**config.mk**
```make
export PLATFORM = sky130hd
export DESIGN_NAME = cprng_ctr_src
export DESIGN_NICKNAME = d
export VERILOG_FILES = /design/src/rtl/cprng_pkg.sv /design/src/rtl/cprng_ctr_src.sv
export SDC_FILE = /design/constraint.sdc
export NUM_CORES = 1
export LEC_CHECK = 0
export ABC_AREA = 1
export ABC_CLOCK_PERIOD_IN_PS = 3870
export BUFFER_PORTS_ARGS = -buffer_cell sky130_fd_sc_hd__buf_2
export CAP_MARGIN = 5
export CORE_AREA = 2 2 229 231
export DETAILED_ROUTE_END_ITERATION = 10
export DIE_AREA = 0 0 231 233
export HOLD_SLACK_MARGIN = 0.06
export PLACE_DENSITY = 0.5
export SYNTH_ARGS = -nofsm -noshare
export SYNTH_HDL_FRONTEND = slang
export SYNTH_SLANG_ARGS = --single-unit
```
**constraint.sdc**
```tcl
create_clock -name clk -period 3.87 [get_ports clk]
set_input_delay 1.161 -clock clk [delete_from_list [all_inputs] [get_ports clk]]
set_output_delay 1.161 -clock clk [all_outputs]
set_load 0.03 [all_outputs]
```
**src/rtl/cprng_pkg.sv**
```systemverilog
`timescale 1ns / 1ps

package cprng_pkg;

	typedef logic [31:0] word_t;
	typedef logic [15:0][31:0] state_t;

	localparam int DOUBLE_ROUNDS_DEF = 10;

	// Each double round is eight ARX steps: four for the column round, four for the
	// diagonal round.
	localparam int STEPS_PER_DR = 8;

	localparam word_t SIGMA0 = 32'h61707865;
	localparam word_t SIGMA1 = 32'h3320646e;
	localparam word_t SIGMA2 = 32'h79622d32;
	localparam word_t SIGMA3 = 32'h6b206574;

	localparam word_t COUNTER_START = 32'd1;

	function automatic word_t rotl(input word_t v, input int n);
		return (v << n) | (v >> (32 - n));
	endfunction

	// Rotation distance of each of the four steps of a quarter round.
	function automatic int rot_amount(input int sub);
		int r;
		unique case (sub)
			0: r = 16;
			1: r = 12;
			2: r = 8;
			default: r = 7;
		endcase
		return r;
	endfunction

endpackage

```
**src/rtl/cprng_ctr_src.sv**
```systemverilog
`timescale 1ns / 1ps

module cprng_ctr_src import cprng_pkg::*; (
	input  logic        clk,
	input  logic        arst_n,
	input  logic        cfg_we,
	input  logic [63:0] cfg_wdata,
	input  logic        accept,
	input  logic        restart,
	output state_t      init_state
);

	logic [63:0] seed_q;
	word_t       counter_q;
	word_t       ctr_use;

	assign ctr_use = restart ? COUNTER_START : counter_q;

	always_ff @(posedge clk or negedge arst_n) begin
		if (!arst_n) begin
			seed_q    <= '0;
			counter_q <= COUNTER_START;
		end else begin
			priority if (cfg_we) begin
				// Reseeding restarts the block counter.
				seed_q    <= cfg_wdata;
				counter_q <= COUNTER_START;
			end else if (accept) begin
				counter_q <= ctr_use + 32'd1;
			end
		end
	end

	always_comb begin
		init_state     = '0;
		init_state[0]  = SIGMA0;
		init_state[1]  = SIGMA1;
		init_state[2]  = SIGMA2;
		init_state[3]  = SIGMA3;
		init_state[4]  = seed_q[31:0];
		init_state[5]  = seed_q[63:32];
		init_state[12] = ctr_use;
	end

endmodule

```
### Yosys cells after proc, flatten, opt, wreduce, memory -nomap -nowiden

Cells that the tools add are included.

* bits in read-only memories: 0
* register bits after elaboration: 96
* input port bits: 69
* logic and storage cells: 7
* memories: 0
* RAM bits: 0
* bits in latches: 0

* equality and inequality tests: 0
* order comparisons: 0
* reduce and logical (&&, ||, !) cells: 1
* $add $sub $neg: 1
* multiply operators: 0
* muxes and demuxes: 3
* bitwise gates (word level): 0
* div/mod/pow operators: 0
* shift operators: 0

Operators by type and width (number)
* 2-to-1 mux 32 bit: 3
* adder 32 x 1 -> 32 bit, second input constant: 1
* nonzero test 2 bit: 1

### Longest topological paths before layout

Gate-level depths: netlist of run 1.

* word-level depth: 4
* mapped depth: 13
* depth with buffers taken out: 11

### Worst setup path after synthesis of run 1

No wires, ideal clock.

* kind: input-to-output
* start point: in restart
* end point: out init_state[404] (netlist name)
* data required time: 2709 ps
* slack: 839 ps
* cell stages on the path: 5
* buffers on the path: 2
* data arrival time: 1870 ps
* cells stage by stage: clkinv_2 -> buf_4 -> buf_2 -> nand2_1 -> inv_1

RTL lines
* start: declaration: line cprng_ctr_src.sv:9 `input logic restart,`
* end: declaration: line cprng_ctr_src.sv:10 `output state_t init_state`

==> impl_metrics.toml, run 1 <==
[routing]
vias = 5680
drc = 0
drt-pass1-iter-count = 4
drtAntennaViolNets = 0
vias_per_cell = 2.97
wl_um = 20400
drtIter0Drc = 276
wl_per_cell_um = 10.7

[power]
power.leakage_nw = 4.81
powerDensity_mw_per_mm2 = 353
vdd_drop_max_v = 0.000223

[clock_network]
post_cts_buffers = 0
cts_resized = 0
cts_buffer_depth = 2
cts_made_buffers = 9
h-tree-depth = 3
ctsRootBufferMaster = "clkbuf_16"
clk_pin_slew_worst_paths_ns = 0.07
cts_tree = "done"
cts-hold-fix-buffers = 0
insertion_delay_ns = 0.37
cts_sinks = 96

[timing]
tightest_slew_ns = 1.11
skew_ns = 0.00451
finalSetupTns_ns = 0
slew_violations = 0
hold_viol = 0
fin_crit_sh = 0.860
setup_violations = 0
slew_headroom = 0.259
period_minus_slack_ns = 3.33
rsz0062_at_grt = "no"
clock.fmax_mhz = 300

[synth]
synth.yosys.seq_area_share = 0.305
synth.largest_area_cell = "buf_4"
synth_area_mm2 = 0.00788
synth_top_area_frac = 0.398
ys_seq_elements = 96
synthDistinctLibCells = 29
synthTopCellsByArea = "buf_4 40%, dfrtp_1 30%, nand2_1 15%"
avgSynthCellArea_um2 = 7.42
ys_warn_count = 0
synthCells = 1061

[global_route]
grt_use_total = 0.0716
grt_pass1_vias = 4706
overflow = 0
antenna_found_initial = 3
grt_pass1_wl_um = 28700
grt_max_degree = 65

[finish]
final_core_util = 0.162
area_growth_pct = 5.21
final_cell_area_mm2 = 0.00829
final_nets = 1294
stdcell_count = 1911
final_layout_size_suffix_gt1_frac = 0.176

[floorplan]
die_h_um = 233
core-area_mm2 = 0.0511
io_pins = 581
dieWidth_um = 231
rows = 83
initial_core_util = 0.154
die_area_mm2 = 0.0538

[setup_path]
startpoint_type = "primary input"
path_class = "primary input to primary output"
critPathCaptureType = "primary output"
cp.required_ns = 2.71
cp_data_arrival_time_ns = 2.17
critPathMaxFanout = 12

[outcome]
status = "finished clean"

[flow_run]
cap_violations = 0

[worst_hold_path]
min_path_type = "register to register"

[placement]
numPlacedInstances = 1893
hpwl_um = 16500
place_area_mm2 = 0.00800
port_buffers = 164
gp_congestion = 0.800
per-layer routing:
layer  up-vias  wire [um]  share of wire  global-route usage
li1       2727          -              -                   -
met1      2575       7990           0.39              0.0850
met2       356       9770           0.48               0.113
met3        22       2220           0.11              0.0288
met4         0        421          0.021              0.0319
met5         -          0              0                   0
registers in the layout (all words and copies together) (netlist names):
name and count:
counter_q 32, seed_q 64
cell usage in the layout, fill, tap and decap left out, types with 4 or more instances in the layout:
cell type / count
buf_4: 13
clkbuf_16: 9
o21ai_0: 14
nand3_1: 62
nor2_2: 4
nand2_1: 322
conb_1: 416
dfrtp_1: 95
nor2_1: 47
inv_1: 44
clkinv_2: 4
nor2_4: 5
buf_2: 163
cells in the mapped netlist, drive strengths merged:
master and instances:
buf 425, nand2 325, dfrtp 95, nand3 67
nor2 56, inv 46, clkbuf 16, o21ai 14
o22ai 3, xor2 3, conb 2, a21oi 1
a22oi 1, a32o 1, clkinv 1, dfstp 1
ha 1, nand3b 1, o211ai 1, xnor2 1
critical path, cell delays in order:
cell and delay [ns]:
buf_2 0.12, buf_4 0.19, nor2_1 0.34, buf_2 0.34
area by class of cell:
class                           instances  area (um^2)
Inverter                               47          178
Clock inverter                          7         53.8
Tap cell                              680          851
Timing Repair Buffer                  179          973
Clock buffer                            9          225
Antenna cell                            2         5.00
Fill cell                            5877        42800
Multi-Input combinational cell        891         3600
Sequential cell                        96         2400
through the flow:
step                total power, W  hold WS [ns]  worst slack (ns)
floorplan                  0.00219         0.449             0.839
global placement           0.00204         0.450             0.507
detailed placement         0.00204         0.454             0.478
CTS                        0.00298         0.472             0.474
global route               0.00309         0.496             0.460
finish                     0.00293         0.467             0.541
where the power goes:
| group | total [W] | switching [W] | internal, W |
|---|---|---|---|
| logic | 0.000923 | 0.000813 | 0.000110 |
| registers | 0.00110 | 0.0000346 | 0.00107 |
| clock network | 0.000904 | 0.000460 | 0.000444 |
| total | 0.00293 | 0.00131 | 0.00162 |
logic make-up after synthesis:
logic type | after synthesis | share of synthesized area
fa+ha+maj | 1 | 0.00159
xor+xnor | 4 | 0.00445
buf+inv | 488 | 0.435
flops | 96 | 0.305
other cells | 2 | 0.000954
simple gates | 449 | 0.237
compound gates | 21 | 0.0151
worst paths after layout:
kind                              startpoint         endpoint  slack [ns]  cells after the start
worst min register to register     seed_q[8]        seed_q[8]        0.47                      2
min in group asynchronous             arst_n       seed_q[27]        0.71                      1
max in group asynchronous             arst_n    counter_q[30]        2.47                      2
worst max register to register  counter_q[0]    counter_q[24]        1.94                     10
worst min-delay path               seed_q[8]        seed_q[8]        0.47                      2
worst max-delay path                 restart  init_state[403]        0.54                      4
Power figures use the tool's default switching activity.
==> run 2, diff against run 1 <==
--- a/config.mk
+++ b/config.mk
@@ -5,13 +5,13 @@
 export SDC_FILE = /design/constraint.sdc
 export NUM_CORES = 1
 export LEC_CHECK = 0
-export ABC_AREA = 1
+export ABC_AREA = 0
 export ABC_CLOCK_PERIOD_IN_PS = 3870
 export BUFFER_PORTS_ARGS = -buffer_cell sky130_fd_sc_hd__buf_2
 export CAP_MARGIN = 5
-export CORE_AREA = 2 2 229 231
+export CORE_AREA = 2 2 228 230
 export DETAILED_ROUTE_END_ITERATION = 10
-export DIE_AREA = 0 0 231 233
+export DIE_AREA = 0 0 230 232
 export HOLD_SLACK_MARGIN = 0.06
 export PLACE_DENSITY = 0.5
 export SYNTH_ARGS = -nofsm -noshare
==> impl_metrics.toml, run 2 <==
[synth]
ys_seq_elements = 96
synth.largest_area_cell = "buf_4"
synth.yosys.seq_area_share = 0.307
synth_edf_count = 0
synthDistinctLibCells = 56
synth_area_mm2 = 0.00784
async_flop_share = 1.00
synth_top_area_frac = 0.399
synth_flop_cell = "dfrtp_1"
avgSynthCellArea_um2 = 9.24
synth.most_common_cell = "buf_4"
ys_top_cells_by_count = "417 x buf_4, 95 x dfrtp_1, 64 x mux2_2"
ys_warn_count = 0
synthCells = 848
synthTopCellsByArea = "buf_4 40%, dfrtp_1 30%, mux2_2 9.2%"

[routing]
vias_per_cell = 2.93
wl_um = 17400
drtIter0Drc = 148
vias = 4960
drc = 0
wl_per_cell_um = 10.3
drt-pass1-iter-count = 4
drtAntennaViolNets = 0

[timing]
finalSetupTns_ns = 0
setup_violations = 0
skew_ns = 0.00883
slew_violations = 0
slew_headroom = 0.484
period_minus_slack_ns = 3.45
rsz0062_at_grt = "no"
clock.fmax_mhz = 290
fin_crit_sh = 0.892
hold_viol = 0
tightest_slew_ns = 0.775

[placement]
hpwl_um = 13900
gp_congestion = 0.770
port_buffers = 164

[worst_hold_path]
hold_start = "seed_q[50]"
whs_path_depth = 1
min_path_type = "register to register"
worst_hold_path.endpoint = "seed_q[50]"

[clock_network]
ctsRootBufferMaster = "clkbuf_16"
post_cts_buffers = 0
h-tree-depth = 3
cts_buffer_depth = 2
cts-hold-fix-buffers = 0
cts_tree = "done"
cts_made_buffers = 9
cts_sinks = 96
clk_pin_slew_worst_paths_ns = 0.07
cts_resized = 0
insertion_delay_ns = 0.36

[setup_path]
cp_data_arrival_time_ns = 2.29
rrSetupSlack_ns = 1.57
path_class = "primary input to primary output"
rr_startpoint = "counter_q[0]"
worst_r2r_path_depth = 7
critPathMaxFanout = 28
startpoint_type = "primary input"
cp.required_ns = 2.71
worstReg2RegEnd = "counter_q[22]"
critPathCaptureType = "primary output"

[finish]
final_nets = 1076
n_antenna_cell = 0
largest_reg_flops = 64
area_growth_pct = 4.87
regMostFlops = "seed_q"
reg_top3 = "seed_q (64), counter_q (32)"
final_layout_size_suffix_gt1_frac = 0.267
final_core_util = 0.162
layout_commonest_cell = "conb_1"
mostFrequentLayoutCells = "416 x conb_1, 162 x buf_2, 95 x dfrtp_1, 64 x mux2_2, 36 x nor2_1"

[outcome]
status = "finished clean"

[floorplan]
initial_core_util = 0.154
io_pins = 581
rows = 83
core-area_mm2 = 0.0509
dieWidth_um = 230
die_h_um = 232
die_area_mm2 = 0.0534

[global_route]
antenna_found_initial = 2
grt_pass1_wl_um = 24900
overflow = 0
grt_max_degree = 64
grt_pass1_vias = 4357
grt_use_total = 0.0600

[power]
power.leakage_nw = 4.22
powerDensity_mw_per_mm2 = 360
vdd_drop_max_v = 0.000385

[flow_run]
cap_violations = 0
-- run 2: changes by cell type after synthesis, sizes merged, moves of 16 or more --
cell   before  now
nor2b       0   25
nand2     325   35
nor2       56   36
mux2        0   65
inv        46    9
nand3      67   15
a21oi       1   17
-- run 2: worst max-delay path, stage by stage --
cell and delay (ns):
buf_2 0.24, buf_12 0.23, nor2b_1 0.35, buf_2 0.29
-- run 2: stage by stage --
step                power [W]  instances  worst slack [ns]  area [um^2]  hold WS, ns
detailed placement    0.00208       1675             0.313         7930        0.490
floorplan             0.00223       1262             0.249         9390        0.486
CTS                   0.00300       1691             0.313         8220        0.512
finish                0.00296       1691             0.418         8220        0.505
global placement      0.00207       1675             0.272         7930        0.486
global route          0.00309       1691             0.311         8220        0.530
-- run 2: layout make-up --
class	count	area, um^2
tap	680	851
multi-input combinational	714	3710
fill	5773	42700
clock buffer	9	225
sequential	96	2400
clock inverter	7	60.1
timing repair buffer	175	933
inverter	10	37.5
-- run 2: power breakdown --
group	internal, W	leakage [nW]	total [W]	switching, W
Combinational	0.000149	2.89	0.000952	0.000803
Sequential	0.00107	1.19	0.00111	0.0000398
Clock	0.000451	0.143	0.000892	0.000442
Total	0.00167	4.22	0.00296	0.00128
-- run 2: kinds of logic (layout without fill, tap and decap cells) --
family	Yosys count	after routing	share of synthesized area
AOI/OAI and AO/OA	58	58	0.0473
adders and majority gates	1	1	0.00160
DFF	96	96	0.307
buffers and inverters	452	201	0.418
other	2	416	0.000958
and+or+nand+nor	163	163	0.118
muxes	76	76	0.107
-- run 2: worst max-delay path by stage --
stage               slack [ns]  depth (start not counted)    start              end
global placement          0.27                          4  restart  init_state[394]
global route              0.31                          4  restart  init_state[394]
detailed placement        0.31                          4  restart  init_state[394]
floorplan                 0.25                         10  restart    counter_q[24]
CTS                       0.31                          4  restart  init_state[394]
finish                    0.42                          4  restart  init_state[394]
-- run 2: per-layer routing --
layer | vias up | track usage | part of all wire
met5 | - | 0 | 0
met3 | 7 | 0.0217 | 0.12
met4 | 0 | 0.0175 | 0.0081
met1 | 2318 | 0.0700 | 0.38
met2 | 365 | 0.103 | 0.50
li1 | 2270 | - | -
==> run 3, diff against run 2 <==
--- a/config.mk
+++ b/config.mk
@@ -6,14 +6,14 @@
 export NUM_CORES = 1
 export LEC_CHECK = 0
 export ABC_AREA = 0
-export ABC_CLOCK_PERIOD_IN_PS = 3870
+export ABC_CLOCK_PERIOD_IN_PS = 3700
 export BUFFER_PORTS_ARGS = -buffer_cell sky130_fd_sc_hd__buf_2
 export CAP_MARGIN = 5
-export CORE_AREA = 2 2 228 230
+export CORE_AREA = 2 2 223 225
 export DETAILED_ROUTE_END_ITERATION = 10
-export DIE_AREA = 0 0 230 232
+export DIE_AREA = 0 0 225 227
 export HOLD_SLACK_MARGIN = 0.06
-export PLACE_DENSITY = 0.5
+export PLACE_DENSITY = 0.51
 export SYNTH_ARGS = -nofsm -noshare
 export SYNTH_HDL_FRONTEND = slang
 export SYNTH_SLANG_ARGS = --single-unit
==> constraint.sdc (replaced) <==
create_clock -name clk -period 3.7 [get_ports clk]
set_input_delay 1.11 -clock clk [delete_from_list [all_inputs] [get_ports clk]]
set_output_delay 1.11 -clock clk [all_outputs]
set_load 0.03 [all_outputs]
==> impl_metrics.toml, run 3 (synthesis gave the netlist of run 2 again) <==
[finish]
largest_reg_flops = 64
regMostFlops = "seed_q"
layout_commonest_cell = "conb_1"
n_antenna_cell = 0
mostFrequentLayoutCells = "416 x conb_1, 162 x buf_2, 95 x dfrtp_1, 64 x mux2_2, 36 x nor2_1"
final_layout_size_suffix_gt1_frac = 0.271
fill_cells = 5471
area_growth_pct = 4.79
final_nets = 1081
multiInputGateArea_mm2 = 0.00371
regArea_mm2 = 0.00240
reg_top3 = "seed_q (64), counter_q (32)"

[timing]
holdWs_ns = 0.506
rsz0062_at_grt = "no"
clock.fmax_mhz = 307
fin_crit_sh = 0.881
period_minus_slack_ns = 3.26
finalSetupTns_ns = 0
hold_viol = 0
tightest_slew_ns = 0.571
setup_violations = 0
slew_headroom = 0.619
slew_violations = 0
skew_ns = 0.00838

[setup_path]
cp_data_arrival_time_ns = 2.15
startpoint_type = "primary input"
critPathMaxFanout = 18
critPathCaptureType = "primary output"
path_class = "primary input to primary output"
cp.required_ns = 2.59

[power]
powerDensity_mw_per_mm2 = 387
power.leakage_nw = 4.26
vdd_drop_max_v = 0.000294

[clock_network]
cts_resized = 0
cts_sinks = 96
post_cts_buffers = 0
cts_buffer_depth = 2
insertion_delay_ns = 0.37
cts_tree = "done"
h-tree-depth = 3
ctsRootBufferMaster = "clkbuf_16"
cts_made_buffers = 9
cts-hold-fix-buffers = 0
clk_pin_slew_worst_paths_ns = 0.07

[routing]
vias = 4995
drt-pass1-iter-count = 4
wl_um = 18500
drtAntennaViolNets = 0
drc = 0
wl_per_cell_um = 11.3
vias_per_cell = 3.05
drtIter0Drc = 158

[global_route]
grt_pass1_wl_um = 25400
grt_use_total = 0.0666
grt_max_degree = 95
overflow = 0
grt_pass1_vias = 4111
antenna_found_initial = 3

[floorplan]
die_h_um = 227
dieWidth_um = 225
rows = 81
initial_core_util = 0.161
die_area_mm2 = 0.0511
io_pins = 581
core-area_mm2 = 0.0485

[flow_run]
cap_violations = 0

[placement]
gp_congestion = 0.810
hpwl_um = 14900
port_buffers = 164

[outcome]
status = "finished clean"

[worst_hold_path]
min_path_type = "register to register"
==> run 3: cell count changes in the layout (fill, tap and decap cells not counted), sizes merged <==
cell    before  now
buf        175  180
bufinv       0    1
clkinv       3    4
inv         14   12
==> run 3: per-stage QoR <==
step / utilization / setup slack, ns / total power (W) / area [um^2] / std cells
3_3_place_gp: 0.163 / 0.278 / 0.00217 / 7900 / 1622
5_1_grt: 0.169 / 0.369 / 0.00333 / 8210 / 1638
2_1_floorplan: - / 0.130 / 0.00234 / 9390 / 1262
4_1_cts: 0.169 / 0.423 / 0.00321 / 8210 / 1638
3_5_place_dp: 0.163 / 0.321 / 0.00218 / 7900 / 1622
6_report: 0.169 / 0.442 / 0.00318 / 8210 / 1638
==> run 3: power breakdown <==
part / leakage, nW / switching [W] / internal, W / total (W)
logic: 2.91 / 0.000844 / 0.000156 / 0.00100
clock network: 0.155 / 0.000474 / 0.000540 / 0.00101
registers: 1.19 / 0.0000427 / 0.00112 / 0.00116
==> run 3: final timing paths <==
kind,from,to,slack [ns],cells past startpoint
setup / recovery,restart,init_state[396],0.44,4
hold / removal,seed_q[42],seed_q[42],0.51,1
setup reg to reg,counter_q[0],counter_q[26],1.48,7
hold reg to reg,seed_q[42],seed_q[42],0.51,1
max in group asynchronous,arst_n,seed_q[7],2.29,2
min in group asynchronous,arst_n,seed_q[0],0.70,1
==> run 3: cell type report <==
cell class	count	area share
Multi-Input combinational cell	714	0.452
Sequential cell	96	0.293
Timing Repair Buffer	180	0.118
Tap cell	622	0.0948
Clock buffer	9	0.0274
Clock inverter	7	0.0108
Inverter	10	0.00457
==> run 3: routing by layer <==
metal	GRT usage	share of wire	routed length (um)	up-vias
met5	0	0	0	-
met4	0.0273	0.015	277	0
met3	0.0177	0.10	1910	14
met2	0.115	0.52	9560	384
met1	0.0784	0.36	6720	2317
li1	-	-	-	2280
==> run 3: critical path: stages <==
cell and delay [ns]:
buf_2 0.39, buf_4 0.33, nor2b_1 0.11, buf_2 0.19
